===== src/rtl/core/pdbm_pkg.sv =====
// Shared types and constants for the phase difference bin mean block.
`default_nettype none
package pdbm_pkg;

  localparam int unsigned SampleWidth  = 16;
  localparam int unsigned MaxBinLength = 4096;
  localparam int unsigned CfgWidth     = 13;
  localparam int unsigned SumWidth     = 29;
  localparam int unsigned QWidth       = 16;
  // Widest normalizer operand: product components and bin sums.
  localparam int unsigned VecWidth     = 34;
  localparam int unsigned MagWidth     = VecWidth - 1;
  localparam int unsigned SqWidth      = 2 * MagWidth + 1;
  localparam int unsigned RootWidth    = (SqWidth + 1) / 2;
  localparam int unsigned NumWidth     = MagWidth + QWidth;
  localparam int unsigned QuoWidth     = QWidth + 2;
  localparam int unsigned QueueDepth   = 4;
  localparam int unsigned QueuePtrW    = 2;

  localparam logic [0:0] RegBinLength = 1'b0;
  localparam logic [0:0] RegBinCount  = 1'b1;

  // Item handed from the front part to the back part.
  typedef struct packed {
    logic signed [VecWidth-1:0] dr;
    logic signed [VecWidth-1:0] di;
    logic                       block_start;
  } item_t;

  // Normalizer request and result.
  typedef struct packed {
    logic signed [VecWidth-1:0] x;
    logic signed [VecWidth-1:0] y;
  } vec_t;

  typedef struct packed {
    logic signed [QWidth-1:0] ux;
    logic signed [QWidth-1:0] uy;
    logic                     zero;
  } unit_t;

  typedef struct packed {
    logic signed [QWidth-1:0] diff_re;
    logic signed [QWidth-1:0] diff_im;
    logic                     diff_zero;
    logic                     bin_done;
    logic signed [QWidth-1:0] mean_re;
    logic signed [QWidth-1:0] mean_im;
    logic                     mean_zero;
  } result_t;

endpackage
`default_nettype wire


===== src/rtl/core/pdbm_queue.sv =====
// Short queue between front and back parts.
`default_nettype none
module pdbm_queue (
  input  logic            clk_i,
  input  logic            rst_ni,
  input  logic            push_i,
  input  pdbm_pkg::item_t data_i,
  output logic            full_o,
  input  logic            pop_i,
  output logic            empty_o,
  output pdbm_pkg::item_t data_o
);
  import pdbm_pkg::*;

  item_t mem_q [QueueDepth];
  logic [QueuePtrW-1:0] wp_q, rp_q;
  logic [QueuePtrW:0]   cnt_q;

  assign full_o  = cnt_q == (QueuePtrW+1)'(QueueDepth);
  assign empty_o = cnt_q == '0;
  assign data_o  = mem_q[rp_q];

  always_ff @(posedge clk_i or negedge rst_ni) begin
    if (!rst_ni) begin
      wp_q <= '0; rp_q <= '0; cnt_q <= '0;
    end else begin
      if (push_i) wp_q <= wp_q + 1'b1;
      if (pop_i) rp_q <= rp_q + 1'b1;
      cnt_q <= cnt_q + (QueuePtrW+1)'(push_i) - (QueuePtrW+1)'(pop_i);
    end
  end

  always_ff @(posedge clk_i) begin
    if (push_i) mem_q[wp_q] <= data_i;
  end
endmodule
`default_nettype wire


===== config.mk =====
export PLATFORM = sky130hd
export DESIGN_NAME = pdbm_queue
export DESIGN_NICKNAME = d
export VERILOG_FILES = /design/src/rtl/core/pdbm_pkg.sv /design/src/rtl/core/pdbm_queue.sv
export SDC_FILE = /design/constraint.sdc
export NUM_CORES = 1
export LEC_CHECK = 0
export BUFFER_PORTS_ARGS = -buffer_cell sky130_fd_sc_hd__buf_2
export CAP_MARGIN = 10
export CELL_PAD_IN_SITES_DETAIL_PLACEMENT = 0
export CELL_PAD_IN_SITES_GLOBAL_PLACEMENT = 2
export CORE_MARGIN = 2
export CORE_UTILIZATION = 44
export DETAILED_ROUTE_END_ITERATION = 8
export GPL_ROUTABILITY_DRIVEN = 1
export PLACE_DENSITY_LB_ADDON = 0.15
export SETUP_SLACK_MARGIN = 0.1
export SYNTH_ARGS = -nofsm -noshare
export SYNTH_HDL_FRONTEND = slang
export SYNTH_SLANG_ARGS = --single-unit

===== constraint.sdc =====
create_clock -name clk_i -period 5.8 [get_ports clk_i]
set_input_delay 1.16 -clock clk_i [delete_from_list [all_inputs] [get_ports clk_i]]
set_output_delay 1.16 -clock clk_i [all_outputs]
set_load 0.005 [all_outputs]

==> run_results.csv <==
group,metric,value,unit
clock_tree,clkTransAtPathRegs,0.06,ns
worst_setup_path,crit_fanout,51,
worst_setup_path,critPathKind,"reg -> out",
timing,final_max_slew_viol_count,0,
placed_design,placed_area,11380,um2
timing,fmax,255.1,MHz
pwr,power.density,493.4,nW/um2
timing,timing.final.ws_setup,1.879,ns
synthesis,synth.area.mux_share,14.95,%
layout,final_nets,635,
synthesis,synth_xor_area_share,0.4202,%
layout,area_growth,17.44,%
global_route,grt_pass1_wl,27700,um
worst_setup_path,reg2reg_depth,3,
run,max_cap_viol_count,0,
run_status,status,"finished clean",
worst_setup_path,r2r_slack,3.82,ns
die,fp-row-count,56,
worst_setup_path,cp.buffers_inverters,2,
synthesis,synth_compound_area_share,0.04802,%
clock_tree,ctsLongestPathBuffers,3,
layout,finalNonFillerCells,894,
synthesis,synth_top_area_cell,"edfxtp_1",
die,io_pins,144,
synthesis,synth_adder_area_share,0.9125,%
worst_setup_path,worstReg2RegEnd,"mem_q[2][27]",
synthesis,ys_ff_latch,283,
timing,setup_viol,0,
worst_setup_path,arrival,2.76,ns
route,wl_per_cell,20.36,um
synthesis,yosysTopAreaCellShare,79.53,%
synthesis,synth-warning-count,0,
placed_design,dp_hpwl,10230,um
route,viasPerCell,5.068,
synthesis,synth_top_family_by_area,"multiplexers",
timing,rsz0062_at_grt,"no",
synthesis,synth-simple-area-share,0.4202,%
synthesis,syn_avg_cell_area,26.38,um2
global_route,gr-total-overflow,0,
die,die_w,157.9,um
timing,fin_setup_tns,0,ns
worst_setup_path,setup.worst_path.start_class,"flip-flop",
route,via_count,4531,
clock_tree,post_cts_resized,0,
clock_tree,clk_latency,0.53,ns
die,start_util,44.66,%
placed_design,post-place-cells,843,
route,first_iter_violations,276,
synthesis,synth_nets,475,
clock_tree,cts_tree,"yes",
clock_tree,cts_hold_buffers,0,
placed_design,dp_slack,2.322,ns
clock_tree,clock-sinks,283,
route,first_pass_iters,4,
hold_path,hold_path.class,"in -> async",
route,wl,18200,um
placed_design,io_buffers,143,
worst_setup_path,path_delay_family,"flip-flops",
synthesis,syn-instance-count,395,
layout,fill_cells,1838,
worst_setup_path,critPathRequiredTime,4.64,ns
timing,fin_crit_sh,67.60,%
clock_tree,cts_inserted_buffers,29,
worst_setup_path,crit_chain,"buf_4, mux4_2, buf_2",
placed_design,gp_congestion,0.7145,
route,drc_errors,0,
die,die_y,157.9,um
worst_setup_path,max_stage_delay,1.13,ns
clock_tree,postCtsSetupRepairBufs,0,
route,antenna_left,0,
synthesis,seq_area_frac_synth,81.21,%
clock_tree,cts_max_level,1,
timing,layout_min_cycle_time,3.921,ns
timing,worst_pin_slew,1.112,ns
synthesis,ys_types,18,
worst_setup_path,setup.worst_path.end_class,"output pin",
pwr,leakage,4.188,nW
worst_setup_path,slowest_stage,"dfrtp_4",
layout,final_area,12240,um2
timing,finalHoldViolCount,0,
timing,finClkSkew,0.01091,ns
synthesis,synthTopCellsByArea,"edfxtp_1 80%, mux4_2 15%, dfrtp_1 1.7%",
global_route,grt_max_degree,71,
timing,slew_headroom,25.88,%
die,core-area,23330,um2
synthesis,synth_area,10420,um2
global_route,antenna_found_initial,2,
global_route,track_usage,14.99,%
pwr,irDropWorstVdd,0.2771,mV
clock_tree,cts_root_buffer,"clkbuf_16",
global_route,grt_pass1_vias,4915,
layout,drive_above_1_share,44.77,%
worst_setup_path,r2r_start,"wp_q[0]",
die,die_area,24930,um2
area by class of cell:
type / instances / area (um2) / share of cell area, %
Antenna cell: 1 / 2.502 / 0.02045
Clock buffer: 39 / 783.3 / 6.400
Clock inverter: 11 / 75.07 / 0.6134
Inverter: 6 / 22.52 / 0.1840
Multi-Input combinational cell: 90 / 1755 / 14.34
Sequential cell: 283 / 8471 / 69.21
Tap cell: 319 / 399.1 / 3.261
Timing Repair Buffer: 145 / 730.7 / 5.970
power by group:
group,internal (mW),switching [mW],total (mW),leakage [nW]
clock network,0.980,0.694,1.67,0.425
logic,0.774,0.607,1.38,1.15
registers,2.69,0.298,2.98,2.62
total,4.44,1.60,6.04,4.19
worst max-delay path by stage:
stage / slack (ns) / end / cells after the start / start
floorplan: 2.59 / mem_q[0][0] / 1 / push_i
global placement: 2.34 / data_o[22] / 3 / rp_q[0]
detailed placement: 2.32 / data_o[22] / 3 / rp_q[0]
CTS: 1.75 / data_o[22] / 3 / rp_q[0]
global route: 1.61 / data_o[22] / 3 / rp_q[0]
finish: 1.88 / data_o[22] / 3 / rp_q[0]
routing by layer:
metal / GRT usage, % / part of all wire, % / vias to the layer above
met5: 0 / 0.071 / -
met4: 4.416 / 2.4 / 2
met2: 25.96 / 51 / 133
li1: - / - / 2007
met1: 18.68 / 40 / 2352
met3: 3.887 / 6.4 / 37
state kept, by name, indices dropped and copies added, names as in the netlist:
name and cells:
cnt_q 3, rp_q 2, wp_q 2, mem_q 276
cells by family (layout without fill, tap and decap cells):
kind of cell,Yosys count,after routing
DFF,283,283
muxes,69,69
buffers and inverters,22,201
and+or+nand+nor,8,8
adders and majority gates,7,7
xor gates and xnor gates,5,5
AOI/OAI and AO/OA,1,1
other,0,1
synthesized netlist by cell type:
library cell and n:
and3_1 1, xnor2_1 2, and2_1 4, dfrtp_1 7
edfxtp_1 276, fa_1 1, inv_1 6, mux4_1 1
clkbuf_1 1, buf_12 7, buf_2 7, nor3_1 1
buf_6 1, mux4_2 68, o21ai_0 1, ha_1 6
nand2_1 2, xor2_1 3
stage by stage:
step / hold WS, ns / utilization (%) / power [mW]
after floorplan: 0.4914 / - / 3.928
after global placement: 0.5091 / 48.77 / 4.443
after detailed placement: 0.5276 / 48.77 / 4.469
after CTS: 0.4418 / 52.45 / 6.148
after global routing: 0.4437 / 52.45 / 6.364
final: 0.4570 / 52.46 / 6.038
layout by cell type (no fill, tap or decap), drive strengths merged:
master	n
and2	4
and3	1
buf	145
bufinv	1
clkbuf	39
clkinv	10
dfrtp	7
diode	1
edfxtp	276
fa	1
ha	6
inv	6
mux4	69
nand2	2
nor3	1
o21ai	1
xnor2	2
xor2	3
Note: power is estimated with default switching activity, not from simulation.
