## config.mk

```make
export PLATFORM = sky130hd
export DESIGN_NAME = pdbm_front
export DESIGN_NICKNAME = d
export VERILOG_FILES = /design/src/rtl/core/pdbm_pkg.sv /design/src/rtl/core/pdbm_front.sv
export SDC_FILE = /design/constraint.sdc
export NUM_CORES = 2
export LEC_CHECK = 0
export BUFFER_PORTS_ARGS = -buffer_cell sky130_fd_sc_hd__buf_2
export CORE_MARGIN = 5
export CORE_UTILIZATION = 60
export CTS_CLUSTER_DIAMETER = 50
export DETAILED_ROUTE_END_ITERATION = 6
export PLACE_DENSITY = 0.77
export SYNTH_ARGS = -nofsm -noshare
export SYNTH_HDL_FRONTEND = slang
export SYNTH_SLANG_ARGS = --single-unit
```

## constraint.sdc

```tcl
create_clock -name clk_i -period 5.3 [get_ports clk_i]
set_input_delay 0.53 -clock clk_i [delete_from_list [all_inputs] [get_ports clk_i]]
set_output_delay 0.53 -clock clk_i [all_outputs]
set_load 0.005 [all_outputs]
```

## src/rtl/core/pdbm_pkg.sv

```systemverilog
// Shared types and constants for the phase difference bin mean block.
`default_nettype none
package pdbm_pkg;

  localparam int unsigned SampleWidth  = 16;
  localparam int unsigned MaxBinLength = 4096;
  localparam int unsigned CfgWidth     = 13;
  localparam int unsigned SumWidth     = 29;
  localparam int unsigned QWidth       = 16;
  // Widest normalizer operand: product components and bin sums.
  localparam int unsigned VecWidth     = 34;
  localparam int unsigned MagWidth     = VecWidth - 1;
  localparam int unsigned SqWidth      = 2 * MagWidth + 1;
  localparam int unsigned RootWidth    = (SqWidth + 1) / 2;
  localparam int unsigned NumWidth     = MagWidth + QWidth;
  localparam int unsigned QuoWidth     = QWidth + 2;
  localparam int unsigned QueueDepth   = 4;
  localparam int unsigned QueuePtrW    = 2;

  localparam logic [0:0] RegBinLength = 1'b0;
  localparam logic [0:0] RegBinCount  = 1'b1;

  // Item handed from the front part to the back part.
  typedef struct packed {
    logic signed [VecWidth-1:0] dr;
    logic signed [VecWidth-1:0] di;
    logic                       block_start;
  } item_t;

  // Normalizer request and result.
  typedef struct packed {
    logic signed [VecWidth-1:0] x;
    logic signed [VecWidth-1:0] y;
  } vec_t;

  typedef struct packed {
    logic signed [QWidth-1:0] ux;
    logic signed [QWidth-1:0] uy;
    logic                     zero;
  } unit_t;

  typedef struct packed {
    logic signed [QWidth-1:0] diff_re;
    logic signed [QWidth-1:0] diff_im;
    logic                     diff_zero;
    logic                     bin_done;
    logic signed [QWidth-1:0] mean_re;
    logic signed [QWidth-1:0] mean_im;
    logic                     mean_zero;
  } result_t;

endpackage
`default_nettype wire

```

## src/rtl/core/pdbm_front.sv

```systemverilog
// Front part: accepts sample pairs and forms the complex product a*conj(b).
`default_nettype none
module pdbm_front (
  input  logic                                  clk_i,
  input  logic                                  rst_ni,
  input  logic                                  in_valid_i,
  output logic                                  in_ready_o,
  input  logic signed [pdbm_pkg::SampleWidth-1:0] a_re_i,
  input  logic signed [pdbm_pkg::SampleWidth-1:0] a_im_i,
  input  logic signed [pdbm_pkg::SampleWidth-1:0] b_re_i,
  input  logic signed [pdbm_pkg::SampleWidth-1:0] b_im_i,
  input  logic                                  block_start_i,
  output logic                                  push_o,
  output pdbm_pkg::item_t                       item_o,
  input  logic                                  full_i
);
  import pdbm_pkg::*;

  logic                         v_q;
  logic signed [2*SampleWidth-1:0] p0_q, p1_q, p2_q, p3_q;
  logic                         bs_q;

  assign in_ready_o = !v_q || !full_i;
  assign push_o     = v_q && !full_i;
  assign item_o.dr  = VecWidth'(p0_q) + VecWidth'(p1_q);
  assign item_o.di  = VecWidth'(p2_q) - VecWidth'(p3_q);
  assign item_o.block_start = bs_q;

  always_ff @(posedge clk_i or negedge rst_ni) begin
    if (!rst_ni) v_q <= 1'b0;
    else if (in_ready_o) v_q <= in_valid_i;
  end

  // Register the four partial products.
  always_ff @(posedge clk_i) begin
    if (in_ready_o && in_valid_i) begin
      p0_q <= a_re_i * b_re_i;
      p1_q <= a_im_i * b_im_i;
      p2_q <= a_im_i * b_re_i;
      p3_q <= a_re_i * b_im_i;
      bs_q <= block_start_i;
    end
  end
endmodule
`default_nettype wire

```

==> flow_summary.toml <==
[placed_design]
portBuffers = 139
dp_hpwl_mm = 98.6
place_congestion = 0.945

[cells_and_area]
final_cell_mix = "inv_1, fa_1, buf_4"
synthToLayoutAreaGrowth_pct = 25.9
utilization = 0.758
drive_gt1_frac = 0.245
fin_nets = 7218
final_common_cell = "inv_1"

[sta]
timing.fmax_mhz = 168
worst_slack_ns = -0.642
finalSetupViolCount = 68
relSlewSlack = 0.484
fin_skew_ns = 0.0106
tightestPinTransition_ns = 0.774
final_max_slew_viol_count = 0
rsz0062_at_grt = "true"
fin_crit_ns = 5.94
finalCritPeriodShare = 1.12
finalHoldViolations = 0

[job]
maxCapViolations = 0

[cts]
cts_tree = "done"
root_buffer = "clkbuf_16"
worstSkewPairLatency_ns = 0.52
htree_levels = 4
clkTransAtPathRegs_ns = 0.07
numCtsBuffers = 17
cts_sinks = 130
clockBufferDepth = 2

[grt]
use_met3 = 0.0672
grt_pass1_vias = 40700
grt_use_met2 = 0.517
grt-busiest-layer = "met2"
use_met1 = 0.406
antenna_found_initial = 3
grt_max_degree = 84
grt_pass1_wl_mm = 208
grt_usage = 0.317
grt-ovfl-total = 0

[logic_synthesis]
synthCells = 4961
synth.avg_cell_area_um2 = 9.37
synth_edf_count = 129
synthArstFlopShare = 0.00769
synth_area_um2 = 46500
yosysUniqueCellTypes = 74
synth-seq-cells = 130
yosysWarnings = 0
ys_seq_area_frac = 0.0838
ys.flop_type = "edfxtp_1"
synth_fp_nets = 6472

[detailed_routing]
vias = 37700
drt-initial-drc-count = 2796
drt-total-wl_mm = 134
wl_per_cell_um = 19.7
drc = 0
avgViaCountPerCell = 5.57
drtPass1Iterations = 6
drtAntennaViolNets = 0

[worst_setup_path]
required_ns = 5.64
critPathArrivalTime_ns = 6.28
rr_worst_depth = 3
crit_fanout = 6
end_kind = "flop"
critPathKind = "in -> reg"
rrSetupSlack_ns = 3.24
worstReg2RegStart = "v_q$_DFFE_PN0N_"
rr_endpoint = "p0_q[31]$_DFFE_PP_"
start_kind = "input port"
cp-endpoint = "p1_q[31]$_DFFE_PP_"
startpoint = "b_im_i[4]"

[status]
violations = "negative setup slack"
status = "finished with violations"

[die]
die_area_um2 = 83200
rows = 102
die_y_um = 288
die_w_um = 288
pin_count = 140
core_um2 = 77200
start_util = 0.602

[worst_hold_path]
hp-class = "in -> reg"
-- final cells by class --
cell class / count / area [um^2]
repair buffers: 926 / 8620
clock buffers: 17 / 425
well taps: 1040 / 1300
clock inverters: 15 / 119
flip-flops and latches: 130 / 3900
inverters: 1224 / 4600
multi-input cells: 3408 / 39600
diodes: 4 / 10.0
fillers: 4565 / 18700
-- cell usage after synthesis (4+ instances only) --
| master | count | share of area |
|---|---|---|
| a211o_1 | 5 | 0.00094 |
| a211oi_1 | 22 | 0.0036 |
| a21boi_0 | 9 | 0.0015 |
| a21o_1 | 81 | 0.013 |
| a21oi_1 | 124 | 0.013 |
| a221oi_1 | 4 | 0.00075 |
| a31oi_1 | 12 | 0.0016 |
| a41o_1 | 4 | 0.00086 |
| and2_1 | 509 | 0.068 |
| and3_1 | 13 | 0.0017 |
| clkbuf_1 | 194 | 0.016 |
| edfxtp_1 | 129 | 0.083 |
| fa_1 | 1050 | 0.45 |
| ha_1 | 392 | 0.11 |
| inv_1 | 1224 | 0.099 |
| mux2i_1 | 4 | 0.00086 |
| nand2_1 | 525 | 0.042 |
| nand2b_1 | 27 | 0.0036 |
| nand3_1 | 31 | 0.0033 |
| nand3b_1 | 4 | 0.00065 |
| nand4_1 | 11 | 0.0015 |
| nor2_1 | 135 | 0.011 |
| nor2b_1 | 9 | 0.0012 |
| nor3_1 | 28 | 0.0030 |
| nor4_1 | 5 | 0.00067 |
| o2111ai_1 | 6 | 0.0011 |
| o211ai_1 | 8 | 0.0013 |
| o21a_1 | 28 | 0.0045 |
| o21ai_0 | 74 | 0.0080 |
| o21bai_1 | 21 | 0.0034 |
| o22ai_1 | 5 | 0.00067 |
| o311ai_0 | 5 | 0.00094 |
| o31a_1 | 6 | 0.0011 |
| or2_2 | 4 | 0.00054 |
| or3_1 | 10 | 0.0013 |
| xnor2_1 | 135 | 0.025 |
| xor2_1 | 48 | 0.0090 |
-- stage by stage --
stage / hold slack (ns) / cells / instance area (um^2) / setup TNS (ns) / setup WS (ns)
after detailed placement: 0.308 / 6575 / 53800 / -78.73 / -1.49
after floorplan: 0.234 / 4961 / 47800 / -15.98 / -0.870
after global placement: 0.306 / 6575 / 53800 / -70.74 / -1.37
after global routing: 0.179 / 6762 / 58600 / -30.28 / -0.792
final: 0.201 / 6764 / 58600 / -22.64 / -0.642
after CTS: 0.175 / 6702 / 57200 / -12.40 / -0.476
-- critical path, cell delays in order --
cell and delay [ns]:
buf_12 0.13, buf_12 0.14, and2_4 0.13, fa_1 0.48
inv_2 0.04, fa_1 0.47, fa_1 0.50, inv_1 0.05
fa_1 0.46, fa_1 0.56, inv_2 0.06, fa_1 0.54
inv_2 0.06, ha_4 0.26, a21o_1 0.19, a21oi_4 0.19
a21oi_4 0.10, buf_6 0.13, o21ai_2 0.15, a31oi_1 0.07
buf_4 0.19, o221a_4 0.24, o31ai_4 0.21, mux2i_1 0.12
a2111oi_2 0.27
-- cell families after synthesis --
group / after synthesis / share of synthesized area
adder cells (fa/ha/maj): 1442 / 0.558
flip-flops: 130 / 0.0838
XOR/XNOR: 183 / 0.0345
AND/OR/NAND/NOR: 1320 / 0.141
AO/OA/AOI/OAI: 459 / 0.0670
multiplexers: 4 / 0.000861
buffers and inverters: 1423 / 0.115
-- state kept, by name (all words and copies together) (netlist names) --
signal / cells
p1_q: 32
p3_q: 32
p2_q: 32
v_q: 1
p0_q: 32
bs_q: 1
-- per-layer routing --
metal	up-vias	routed length (um)
li1	16400	-
met1	19000	48400
met2	1849	62900
met3	502	12700
met4	0	9610
met5	-	0
-- what timing repair did --
action / 4_1_cts / 5_1_grt
gates resized for setup: 426 / 207
hold buffers: 1 / 0
pin swaps: 208 / 159
setup endpoints to repair: 72 / 74
buffers inserted: 91 / 60
cloned: 14 / 6
hold endpoints to repair: 1 / 0
-- worst min path at each step --
stage | slack, ns | from | end | cells past startpoint
after detailed placement | 0.31 | rst_ni | v_q$_DFFE_PN0N_ | 1
after CTS | 0.17 | block_start_i | bs_q$_DFFE_PP_ | 1
final | 0.20 | block_start_i | bs_q$_DFFE_PP_ | 1
after global placement | 0.31 | rst_ni | v_q$_DFFE_PN0N_ | 1
after global routing | 0.18 | block_start_i | bs_q$_DFFE_PP_ | 1
after floorplan | 0.23 | rst_ni | v_q$_DFFE_PN0N_ | 0
Power is left out: the tool's default activity adds up to more than one toggle a clock period on the data nets, which glitch-free logic cannot reach.
